--- src/design/act_ram.sv ---
module act_ram #(
   parameter int WIDTH = 8,
   parameter int DEPTH = 16
) (
   input  logic                                         clock,
   input  logic                                         wr_en,
   input  logic [((DEPTH > 1) ? $clog2(DEPTH) : 1)-1:0] wr_addr,
   input  logic [WIDTH-1:0]                             wr_data,
   input  logic                                         rd_en,
   input  logic [((DEPTH > 1) ? $clog2(DEPTH) : 1)-1:0] rd_addr,
   output logic [WIDTH-1:0]                             rd_data
);

   logic [WIDTH-1:0] mem_ff [DEPTH];
   logic [WIDTH-1:0] rd_data_ff;

   always_ff @(posedge clock) begin
      if (wr_en) begin
         mem_ff[wr_addr] <= wr_data;
      end
      if (rd_en) begin
         rd_data_ff <= mem_ff[rd_addr];
      end
   end

   assign rd_data = rd_data_ff;

endmodule

--- config.mk ---
export PLATFORM = sky130hd
export DESIGN_NAME = act_ram
export DESIGN_NICKNAME = d
export VERILOG_FILES = /design/src/design/act_ram.sv
export SDC_FILE = /design/constraint.sdc
export NUM_CORES = 1
export LEC_CHECK = 0
export ABC_AREA = 1
export BUFFER_PORTS_ARGS = -buffer_cell sky130_fd_sc_hd__buf_2
export CORE_MARGIN = 1.5
export CORE_UTILIZATION = 45
export DETAILED_ROUTE_END_ITERATION = 7
export PLACE_DENSITY = 0.71
export SLEW_MARGIN = 10
export SYNTH_ARGS = -nofsm -noshare
export SYNTH_HDL_FRONTEND = slang
export SYNTH_SLANG_ARGS = --single-unit
--- constraint.sdc ---
create_clock -name clock -period 1.2 [get_ports clock]
set_input_delay 0.12 -clock clock [delete_from_list [all_inputs] [get_ports clock]]
set_output_delay 0.12 -clock clock [all_outputs]
set_load 0.01 [all_outputs]
==> out/results.txt <==
outcome: finished clean
maximum clock frequency: 847 MHz
max_cap viols: 0
hold crit path type: in2reg
synth warn: 0
ys async rst share: 0
Seq cells post-synth: 136
final wirelength: 12.8 mm
final std cells w/o fill: 785
fin util: 0.541
Worst Path Required: 1.37 ns
Seq/Total Area, Yosys: 0.698
top-count cell post-synth: nand2_1
ranking of synthesized cells by area: edfxtp_1, nand2_1, nand3_1
Vias/cell: 5.05
area leader, netlist: edfxtp_1
peak supply drop: 0.000964 V
Die W: 117 microns
main flop type after synthesis: edfxtp_1
TritonCTS clock tree: done
Final Wtd Congestion: 0.864
Post-Syn Nets: 570
FF-to-FF path depth: 6
CP Max Fanout: 1
Largest delay share family, worst path: simple AND/OR/NAND/NOR gates
crit-path cells: inv_1 > nand2_1 > nand3_1 > nand3_1 > nand3_1 > nand2_1
Final Max Slew Viols: 0
Fin Hold WS: 0.0748 ns
CTS sink count: 136
port buffer count: 26
RSZ-0062 raised after global routing: yes
skew final: 0.00384 ns
Vias: 3,965
Slew HR: 0.572
final hold vios: 0
Post-synth top cells: nand2_1, edfxtp_1, inv_1, nand3_1, nor2_1
worst hold path startpoint: rd_en
endpoint class of the critical path: flip-flop
Starting Density: 0.461
Detailed Place HPWL: 7.94 mm
Post-Syn Area per Cell: 10.6 sq um
reg2reg end: rd_data[2]$_DFFE_PP_
Tmin final: 1.18 ns
Root Driver: clkbuf_16
largest net degree at the start of global routing: 43
Post-synth EDFFs: 136
DR WL/cell: 16.3 microns
Nets: 619
hold endpoint: rd_data[4]$_DFFE_PP_
DRT Pass-1 Iters: 5
Total Routing Usage GR: 0.209
element type at the critical path start: flip-flop
CP bufs+invs: 1
Clk pin slew, worst setup/hold paths: 0.06 ns
PwrDens: 1620 nW/um^2
detailed-route DRC error count: 0
first-pass GRT wire length: 20.1 mm
leakage: 2.97 nW
R2R Path Start: mem_ff[5][2]$_DFFE_PP_
slowest stage delay, CP: 0.36 ns
initial drt markers: 364
Die Y: 117 microns
final setup vio count: 0
post-synth cell types: 11
Mapped Cells: 551
total grt overflow: 0
flop-to-flop setup slack: 0.02 ns
most used cell, CP: nand3_1
Std-Cell Rows: 41
Core ar.: 12,700 sq um
vias in the first global route: 3,873
CP arrival: 1.35 ns
clock buffer depth: 2
top cell type's share of synthesized area: 0.698
period utilization: 0.984
Clock Latency Late Sink: 0.42 ns
initial antenna violation count: 0
Num CTS Buffers: 17
die area: 13,700 sq um
critical path class: reg2reg
Crit-path slowest cell: edfxtp_1
Final Total Pwr: 11.1 mW
post-placement cell count: 753
Antenna Cells: 0
P&R area growth vs syn: 17.2%
Syn Std Cell Area: 5850 sq um
Least-Margin Pin Slew: 0.641 ns
share of cells above drive strength 1: 0.144
hold-critical path depth: 1
critical path depth: 6
Max H-tree Level: 4
number of routed nets with antenna violations: 0
Ports: 27
==> stage by stage <==
step	setup WS (ns)	setup TNS, ns	instance area (sq um)
2_1_floorplan	0.129	0	5850
3_3_place_gp	-0.151	-0.798	6250
3_5_place_dp	-0.211	-1.23	6250
4_1_cts	0.0297	0	6820
5_1_grt	-0.00878	-0.0173	6850
6_report	0.0189	0	6850
==> placed cells by master (no fill, tap or decap), types with 2 or more instances in the layout <==
| master | netlist | layout |
|---|---|---|
| nor2_1 | 17 | 17 |
| inv_2 | 2 | 2 |
| clkinv_1 | 0 | 4 |
| clkinv_2 | 0 | 4 |
| edfxtp_1 | 136 | 136 |
| clkbuf_16 | 0 | 17 |
| bufinv_16 | 0 | 3 |
| nand3b_1 | 2 | 2 |
| buf_2 | 13 | 26 |
| nand3_2 | 0 | 7 |
| inv_1 | 100 | 100 |
| buf_4 | 4 | 27 |
| nand2_1 | 173 | 173 |
| clkbuf_1 | 0 | 3 |
| nand3_1 | 97 | 90 |
==> sequential cells by signal, summed over array words and instances, names as in the netlist <==
name and count:
mem_ff 128, rd_data 8
==> final cells by class <==
type	count	area (sq um)
inverter	102	383
clock buffer	20	437
sequential	136	4080
timing repair buffer	54	353
multi-input combinational	289	1250
tap	172	215
fill	1046	5820
clock inverter	12	133
==> cell families (layout without fill, tap and decap cells) <==
logic type / after synthesis / count (layout) / synth area share
buffers and inverters: 126 / 188 / 0.0939
flip-flops: 136 / 136 / 0.698
AND/OR/NAND/NOR: 289 / 289 / 0.208
==> worst max path at each step <==
| stage | startpoint | to | slack (ns) |
|---|---|---|---|
| 3_5_place_dp | rd_addr[1] | rd_data[1]$_DFFE_PP_ | -0.21 |
| 6_report | mem_ff[5][2]$_DFFE_PP_ | rd_data[2]$_DFFE_PP_ | 0.02 |
| 5_1_grt | mem_ff[4][6]$_DFFE_PP_ | rd_data[6]$_DFFE_PP_ | -0.009 |
| 4_1_cts | mem_ff[5][1]$_DFFE_PP_ | rd_data[1]$_DFFE_PP_ | 0.03 |
| 2_1_floorplan | wr_addr[2] | mem_ff[10][0]$_DFFE_PP_ | 0.13 |
| 3_3_place_gp | rd_addr[1] | rd_data[2]$_DFFE_PP_ | -0.15 |
==> layer usage <==
| metal | up-vias | GRT usage | wire, microns |
|---|---|---|---|
| met5 | - | 0 | 0 |
| met4 | 0 | 0.111 | 430 |
| met3 | 35 | 0.0633 | 1030 |
| met2 | 193 | 0.335 | 6280 |
| met1 | 1860 | 0.256 | 5020 |
| li1 | 1877 | - | - |
==> what timing repair did <==
action                     in CTS  in global routing
setup endpoints to repair       1                  6
hold buffers                    0                  0
gates resized for setup         1                  6
setup buffers                   0                  0
==> power by group <==
group | total, mW | internal (mW) | switching, mW
Clock | 5.02 | 3.21 | 1.81
Sequential | 5.39 | 5.36 | 0.0302
Combinational | 0.675 | 0.204 | 0.471
(Power assumes the default switching activity.)
