--- config.mk ---
export PLATFORM = sky130hd
export DESIGN_NAME = act_scan_unit
export DESIGN_NICKNAME = d
export VERILOG_FILES = /design/src/design/act_pkg.sv /design/src/design/act_scan_unit.sv
export SDC_FILE = /design/constraint.sdc
export NUM_CORES = 1
export LEC_CHECK = 0
export BUFFER_PORTS_ARGS = -buffer_cell sky130_fd_sc_hd__buf_2
export CAP_MARGIN = 20
export CORE_AREA = 2 2 139 141
export CTS_CLUSTER_SIZE = 14
export DETAILED_ROUTE_END_ITERATION = 8
export DIE_AREA = 0 0 141 143
export PLACE_DENSITY = 0.74
export SYNTH_ARGS = -nofsm -noshare
export SYNTH_HDL_FRONTEND = slang
export SYNTH_SLANG_ARGS = --single-unit
--- constraint.sdc ---
create_clock -name clock -period 14.7 [get_ports clock]
set_input_delay 4.41 -clock clock [delete_from_list [all_inputs] [get_ports clock]]
set_output_delay 4.41 -clock clock [all_outputs]
set_load 0.02 [all_outputs]
--- src/design/act_pkg.sv ---
package act_pkg;

   // Table geometry.
   localparam int ENTRIES = 64;
   localparam int IDX_W = (ENTRIES > 1) ? $clog2(ENTRIES) : 1;

   // Field widths.
   localparam int IP_W       = 32;
   localparam int MAC_W      = 48;
   localparam int TIME_W     = 32;
   localparam int CSR_IDX_W  = 2;
   localparam int CSR_DATA_W = 32;

   // Register reset values.
   localparam logic [TIME_W-1:0] TIMEOUT_RESET = 32'd30000;
   localparam logic [TIME_W-1:0] GAP_RESET     = 32'd200;

   // Register indexes.
   localparam logic [CSR_IDX_W-1:0] CSR_ENTRY_TIMEOUT = 2'd0;
   localparam logic [CSR_IDX_W-1:0] CSR_REQUEST_GAP   = 2'd1;

   // Command codes.
   localparam logic CMD_UPDATE = 1'b0;
   localparam logic CMD_LOOKUP = 1'b1;

   typedef logic [IDX_W-1:0] idx_type;

   typedef struct packed {
      logic [IP_W-1:0]   ip;
      logic [MAC_W-1:0]  mac;
      logic [TIME_W-1:0] stamp;
   } entry_type;

   localparam int ENTRY_W = $bits(entry_type);

   typedef struct packed {
      logic             hit;
      logic [MAC_W-1:0] mac;
      idx_type          target;
   } scan_res_type;

   typedef enum logic [1:0] {
      ST_IDLE,
      ST_SCAN,
      ST_LAST,
      ST_WRITE
   } state_type;

endpackage

--- src/design/act_scan_unit.sv ---
module act_scan_unit (
   input  logic                              clock,
   input  logic                              reset,
   input  logic                              start,
   input  logic                              step_en,
   input  act_pkg::idx_type                  step_idx,
   input  logic                              slot_valid,
   input  act_pkg::entry_type                slot,
   input  logic                              cmd,
   input  logic [act_pkg::IP_W-1:0]          ip_addr,
   input  logic [act_pkg::TIME_W-1:0]        now_ms,
   input  logic [act_pkg::TIME_W-1:0]        timeout_ms,
   output logic                              expire,
   output act_pkg::scan_res_type             result
);

   logic                         match_found_ff, match_found_in;
   act_pkg::idx_type             match_idx_ff, match_idx_in;
   logic                         free_found_ff, free_found_in;
   act_pkg::idx_type             free_idx_ff, free_idx_in;
   logic                         min_seen_ff, min_seen_in;
   logic [act_pkg::TIME_W-1:0]   min_stamp_ff, min_stamp_in;
   act_pkg::idx_type             min_idx_ff, min_idx_in;
   logic                         hit_ff, hit_in;
   logic [act_pkg::MAC_W-1:0]    mac_ff, mac_in;

   logic                         same_ip;
   logic [act_pkg::TIME_W-1:0]   age;
   logic                         too_old;
   logic                         is_lookup;

   // One slot is judged per cycle by this compare unit.
   assign same_ip   = slot_valid && (slot.ip == ip_addr);
   assign age       = now_ms - slot.stamp;
   assign too_old   = age > timeout_ms;
   assign is_lookup = (cmd == act_pkg::CMD_LOOKUP);
   assign expire    = step_en && is_lookup && same_ip && !hit_ff && too_old;

   always_comb begin
      match_found_in = match_found_ff;
      match_idx_in   = match_idx_ff;
      free_found_in  = free_found_ff;
      free_idx_in    = free_idx_ff;
      min_seen_in    = min_seen_ff;
      min_stamp_in   = min_stamp_ff;
      min_idx_in     = min_idx_ff;
      hit_in         = hit_ff;
      mac_in         = mac_ff;
      if (start) begin
         match_found_in = 1'b0;
         free_found_in  = 1'b0;
         min_seen_in    = 1'b0;
         hit_in         = 1'b0;
      end else if (step_en) begin
         if (same_ip && !match_found_ff) begin
            match_found_in = 1'b1;
            match_idx_in   = step_idx;
         end
         if (!slot_valid && !free_found_ff) begin
            free_found_in = 1'b1;
            free_idx_in   = step_idx;
         end
         if (!min_seen_ff || (slot.stamp < min_stamp_ff)) begin
            min_seen_in  = 1'b1;
            min_stamp_in = slot.stamp;
            min_idx_in   = step_idx;
         end
         if (is_lookup && same_ip && !hit_ff && !too_old) begin
            hit_in = 1'b1;
            mac_in = slot.mac;
         end
      end
   end

   always_ff @(posedge clock) begin
      if (reset) begin
         match_found_ff <= 1'b0;
         free_found_ff  <= 1'b0;
         min_seen_ff    <= 1'b0;
         hit_ff         <= 1'b0;
      end else begin
         match_found_ff <= match_found_in;
         free_found_ff  <= free_found_in;
         min_seen_ff    <= min_seen_in;
         hit_ff         <= hit_in;
      end
      match_idx_ff <= match_idx_in;
      free_idx_ff  <= free_idx_in;
      min_stamp_ff <= min_stamp_in;
      min_idx_ff   <= min_idx_in;
      mac_ff       <= mac_in;
   end

   always_comb begin
      result.hit = hit_ff;
      result.mac = mac_ff;
      priority if (match_found_ff) begin
         result.target = match_idx_ff;
      end else if (free_found_ff) begin
         result.target = free_idx_ff;
      end else begin
         result.target = min_idx_ff;
      end
   end

endmodule

==> results.md <==
* Die height at roughly 140 um
* Mux share of post-synthesis cell area at 1.02%
* Initial Util at 37.4%
* Hold_buf cts at 0
* Worst-Skew Late Latency at 350 ps
* Hold Startpoint: min_seen_ff$_SDFFE_PP0P_
* Routed vias/inst at a little under 5
* R2R Path Start: min_stamp_ff[21]$_DFFE_PP_
* Synth Warn # at 0
* Worst path arrival time at roughly 8500 ps
* Post-Syn Area at 0.00696 mm^2
* Worst Skew at 8.43 ps
* I/O Buffers at 275
* Power after layout at 0.758 mW
* XOR/XNOR Fraction of Synth Area at 7.55%
* Width of the chip at 141 um
* Clock power frac at 30.9%
* Largest net degree at the start of global routing at 49
* Maxcap violations at 0
* Vias in the first global route at 5443
* Unique cell type count in the Yosys netlist at 56
* GR Overflow Total at 0
* Pint at 0.536 mW
* CTS max path bufs at 2
* Fin crit period at 12880 ps
* Total GRT Usage at 17.3%
* Site row count at 50
* Crit. End Element: output port
* Core area at 0.0186 mm^2
* Main synth FF type: edfxtp_1
* Internal reg-to-reg setup slack at approximately 11000 ps
* Status: finished, final reports clean
* Max Slew Vio Count at 0
* CTS tree: yes
* Synthesized-area fraction occupied by adder cells at 17.2%
* DR WL met2 at 8.89 mm
* Synthesized area per cell at 10.3 um^2
* Setup TNS at 0 ps
* DIE AREA at 0.0202 mm^2
* P&R area growth vs syn at 28.5%
* Commonest non-fill, non-tap cells in the layout: buf_2 (275), inv_1 (102), edfxtp_1 (98), ha_1 (94), a21oi_1 (50)
* Slew Limit Headroom at 38.8%
* Sequential area share after synthesis at 43.4%
* Cells on worst reg2reg path at 10
* Sw frac at just under 30%
* Drt total wl at 18.3 mm
* Hold crit path type: flip-flop to flip-flop
* Final nets at about 1300
* Reg clk slew, reported paths at 70 ps
* FFs w/ async S/R, synth at 0%
* Final Hold Viols at 0
* Worst Path Max Fanout at 4
* GPL Wtd Cong at 0.916
* Commonest non-fill, non-tap cell in the layout: buf_2
* Starting DRT DRC Count at 223
* First-pass GRT wire length at about 27 mm
* Slew @ Worst Pin at 905 ps
* Combinational share of power at between 20% and 30%
* Largest family of logic cells by synthesized area: adder cells
* Critical path launch point type: primary input
* Mapped Cells at 673
* Kind of critical path: primary input to output port
* Hold Crit Depth at 1
* Routed wl met3 at 952 um
* Fraction of layout cells with a size suffix above 1 at between 30% and 40%
* CTS sink cnt at 102
* DPL Wire Length at 15.4 mm
* Max layer used: met4
* Peak VDD IR at 0.0000415 V
* Critical Path RT at 10290 ps
* Simple-gate area share of the yosys netlist at 10.7%
* Vias post-DR at 5893
* Hold Path End: min_seen_ff$_SDFFE_PP0P_
* Power Density at between 80 and 90 mW/mm^2
* # resized after CTS at 0
* Routed Antenna Nets at 0
* Leak at 4.34 nW
* RSZ-0062 raised after global routing: false
* Htree depth at 3
* Initial antenna violation count at 4
* Highest Clock Rate at around 78 MHz
* Compound-gate portion of the synthesized area at 13.9%
* Seq pwr share at 43.0%
* Pre-Repair DR Iteration Count at 4
* Setup Fix Bufs, Post-CTS at 0
* Metal-1 WL at 7.96 mm
* Synthesized Nets at 988
* Reg2Reg Capture Point: min_stamp_ff[13]$_DFFE_PP_
* Final setup viols at 0
* Switching pwr at ~0.22 mW
* WL/cell at roughly 15 um
* Synthesis-stage register bit count at around 100
* Post-synth EDFFs at 98
* Final period utilization at 87.6%
* Total CTS buffers at 9
* Root buffer cell: clkbuf_16
* DRC Markers at 0
* Io pins at 276
cell type report:
cell class,instances,area (um^2)
Tap cell,234,293
Sequential cell,102,3020
Fill cell,1767,9640
Multi-Input combinational cell,458,3520
Timing Repair Buffer,278,1410
Antenna cell,4,10.0
Clock inverter,7,75.1
Clock buffer,9,225
Inverter,102,383
worst max-delay path: stages:
cell and delay [ps]:
buf_2 90, inv_1 40, ha_1 140, inv_1 50, fa_1 390, a21oi_1 210
o21ai_1 150, a311oi_2 420, o21ai_2 140, a211o_1 400, a21boi_1 200, xnor2_1 90
ha_1 290, and4_1 210, nand3b_1 120, a211oi_1 180, o41ai_1 150, and2_1 230
nor3b_1 300, buf_2 240
worst max-delay path by stage:
stage	slack [ps]	to	cells past startpoint	start
4_1_cts	1870	expire	20	now_ms[0]
3_3_place_gp	1940	expire	20	now_ms[0]
6_report	1820	expire	20	now_ms[0]
5_1_grt	1540	expire	20	now_ms[0]
2_1_floorplan	2380	expire	18	now_ms[0]
3_5_place_dp	1900	expire	20	now_ms[0]
logic make-up after synthesis:
group / Yosys count
buffers and inverters: 113
DFF: 102
adders and majority gates: 95
xor gates and xnor gates: 60
muxes: 7
and+or+nand+nor: 145
AOI/OAI and AO/OA: 151
sequential cells by signal, indices dropped and copies added, names as in the netlist:
signal          cells
match_found_ff      1
min_idx_ff          6
min_stamp_ff       32
free_found_ff       1
match_idx_ff        6
free_idx_ff         6
hit_ff              1
min_seen_ff         1
mac_ff             48
power groups by stage:
stage                     logic (mW)  registers, mW  clock network [mW]
after floorplan                0.127          0.332                   0
after global placement         0.192          0.333                   0
after detailed placement       0.196          0.333                   0
after CTS                      0.198          0.326               0.242
after global routing           0.224          0.327               0.252
final                          0.198          0.326               0.234
per-layer routing:
metal	track usage [%]	vias to the layer above
met5	0	-
met4	7.74	0
met3	2.62	30
met2	29.1	201
met1	22.2	2669
li1	-	2993
metrics by stage:
stage	utilization [%]	area, um^2	hold WS, ps	setup slack, ps	instances
after floorplan	-	6960	448	2380	673
after global placement	46.4	8610	486	1940	1173
after detailed placement	46.4	8610	481	1900	1173
after CTS	48.0	8910	510	1870	1189
after global routing	48.1	8940	527	1540	1194
final	48.1	8940	520	1820	1194
cells in the mapped netlist, drive strengths merged (3+ instances only):
master / number / area [um^2]
and4: 4 / 35.0
dfxtp: 4 / 80.1
ha: 94 / 1180
mux2i: 6 / 60.1
xnor2: 23 / 201
o21ai: 30 / 154
nand4: 18 / 113
nand3: 9 / 45.0
xor2: 37 / 324
nand2: 41 / 154
nor3b: 3 / 22.5
a31oi: 7 / 43.8
a21oi: 50 / 250
o21a: 5 / 37.5
a21o: 29 / 218
o41ai: 3 / 26.3
nor4: 8 / 50.1
a41oi: 3 / 33.8
nand2b: 6 / 37.5
inv: 102 / 383
nor2: 28 / 105
a211oi: 5 / 37.5
nor3: 11 / 55.1
nor2b: 3 / 18.8
clkbuf: 10 / 37.5
edfxtp: 98 / 2940
Note: power is estimated with default switching activity, not from simulation.
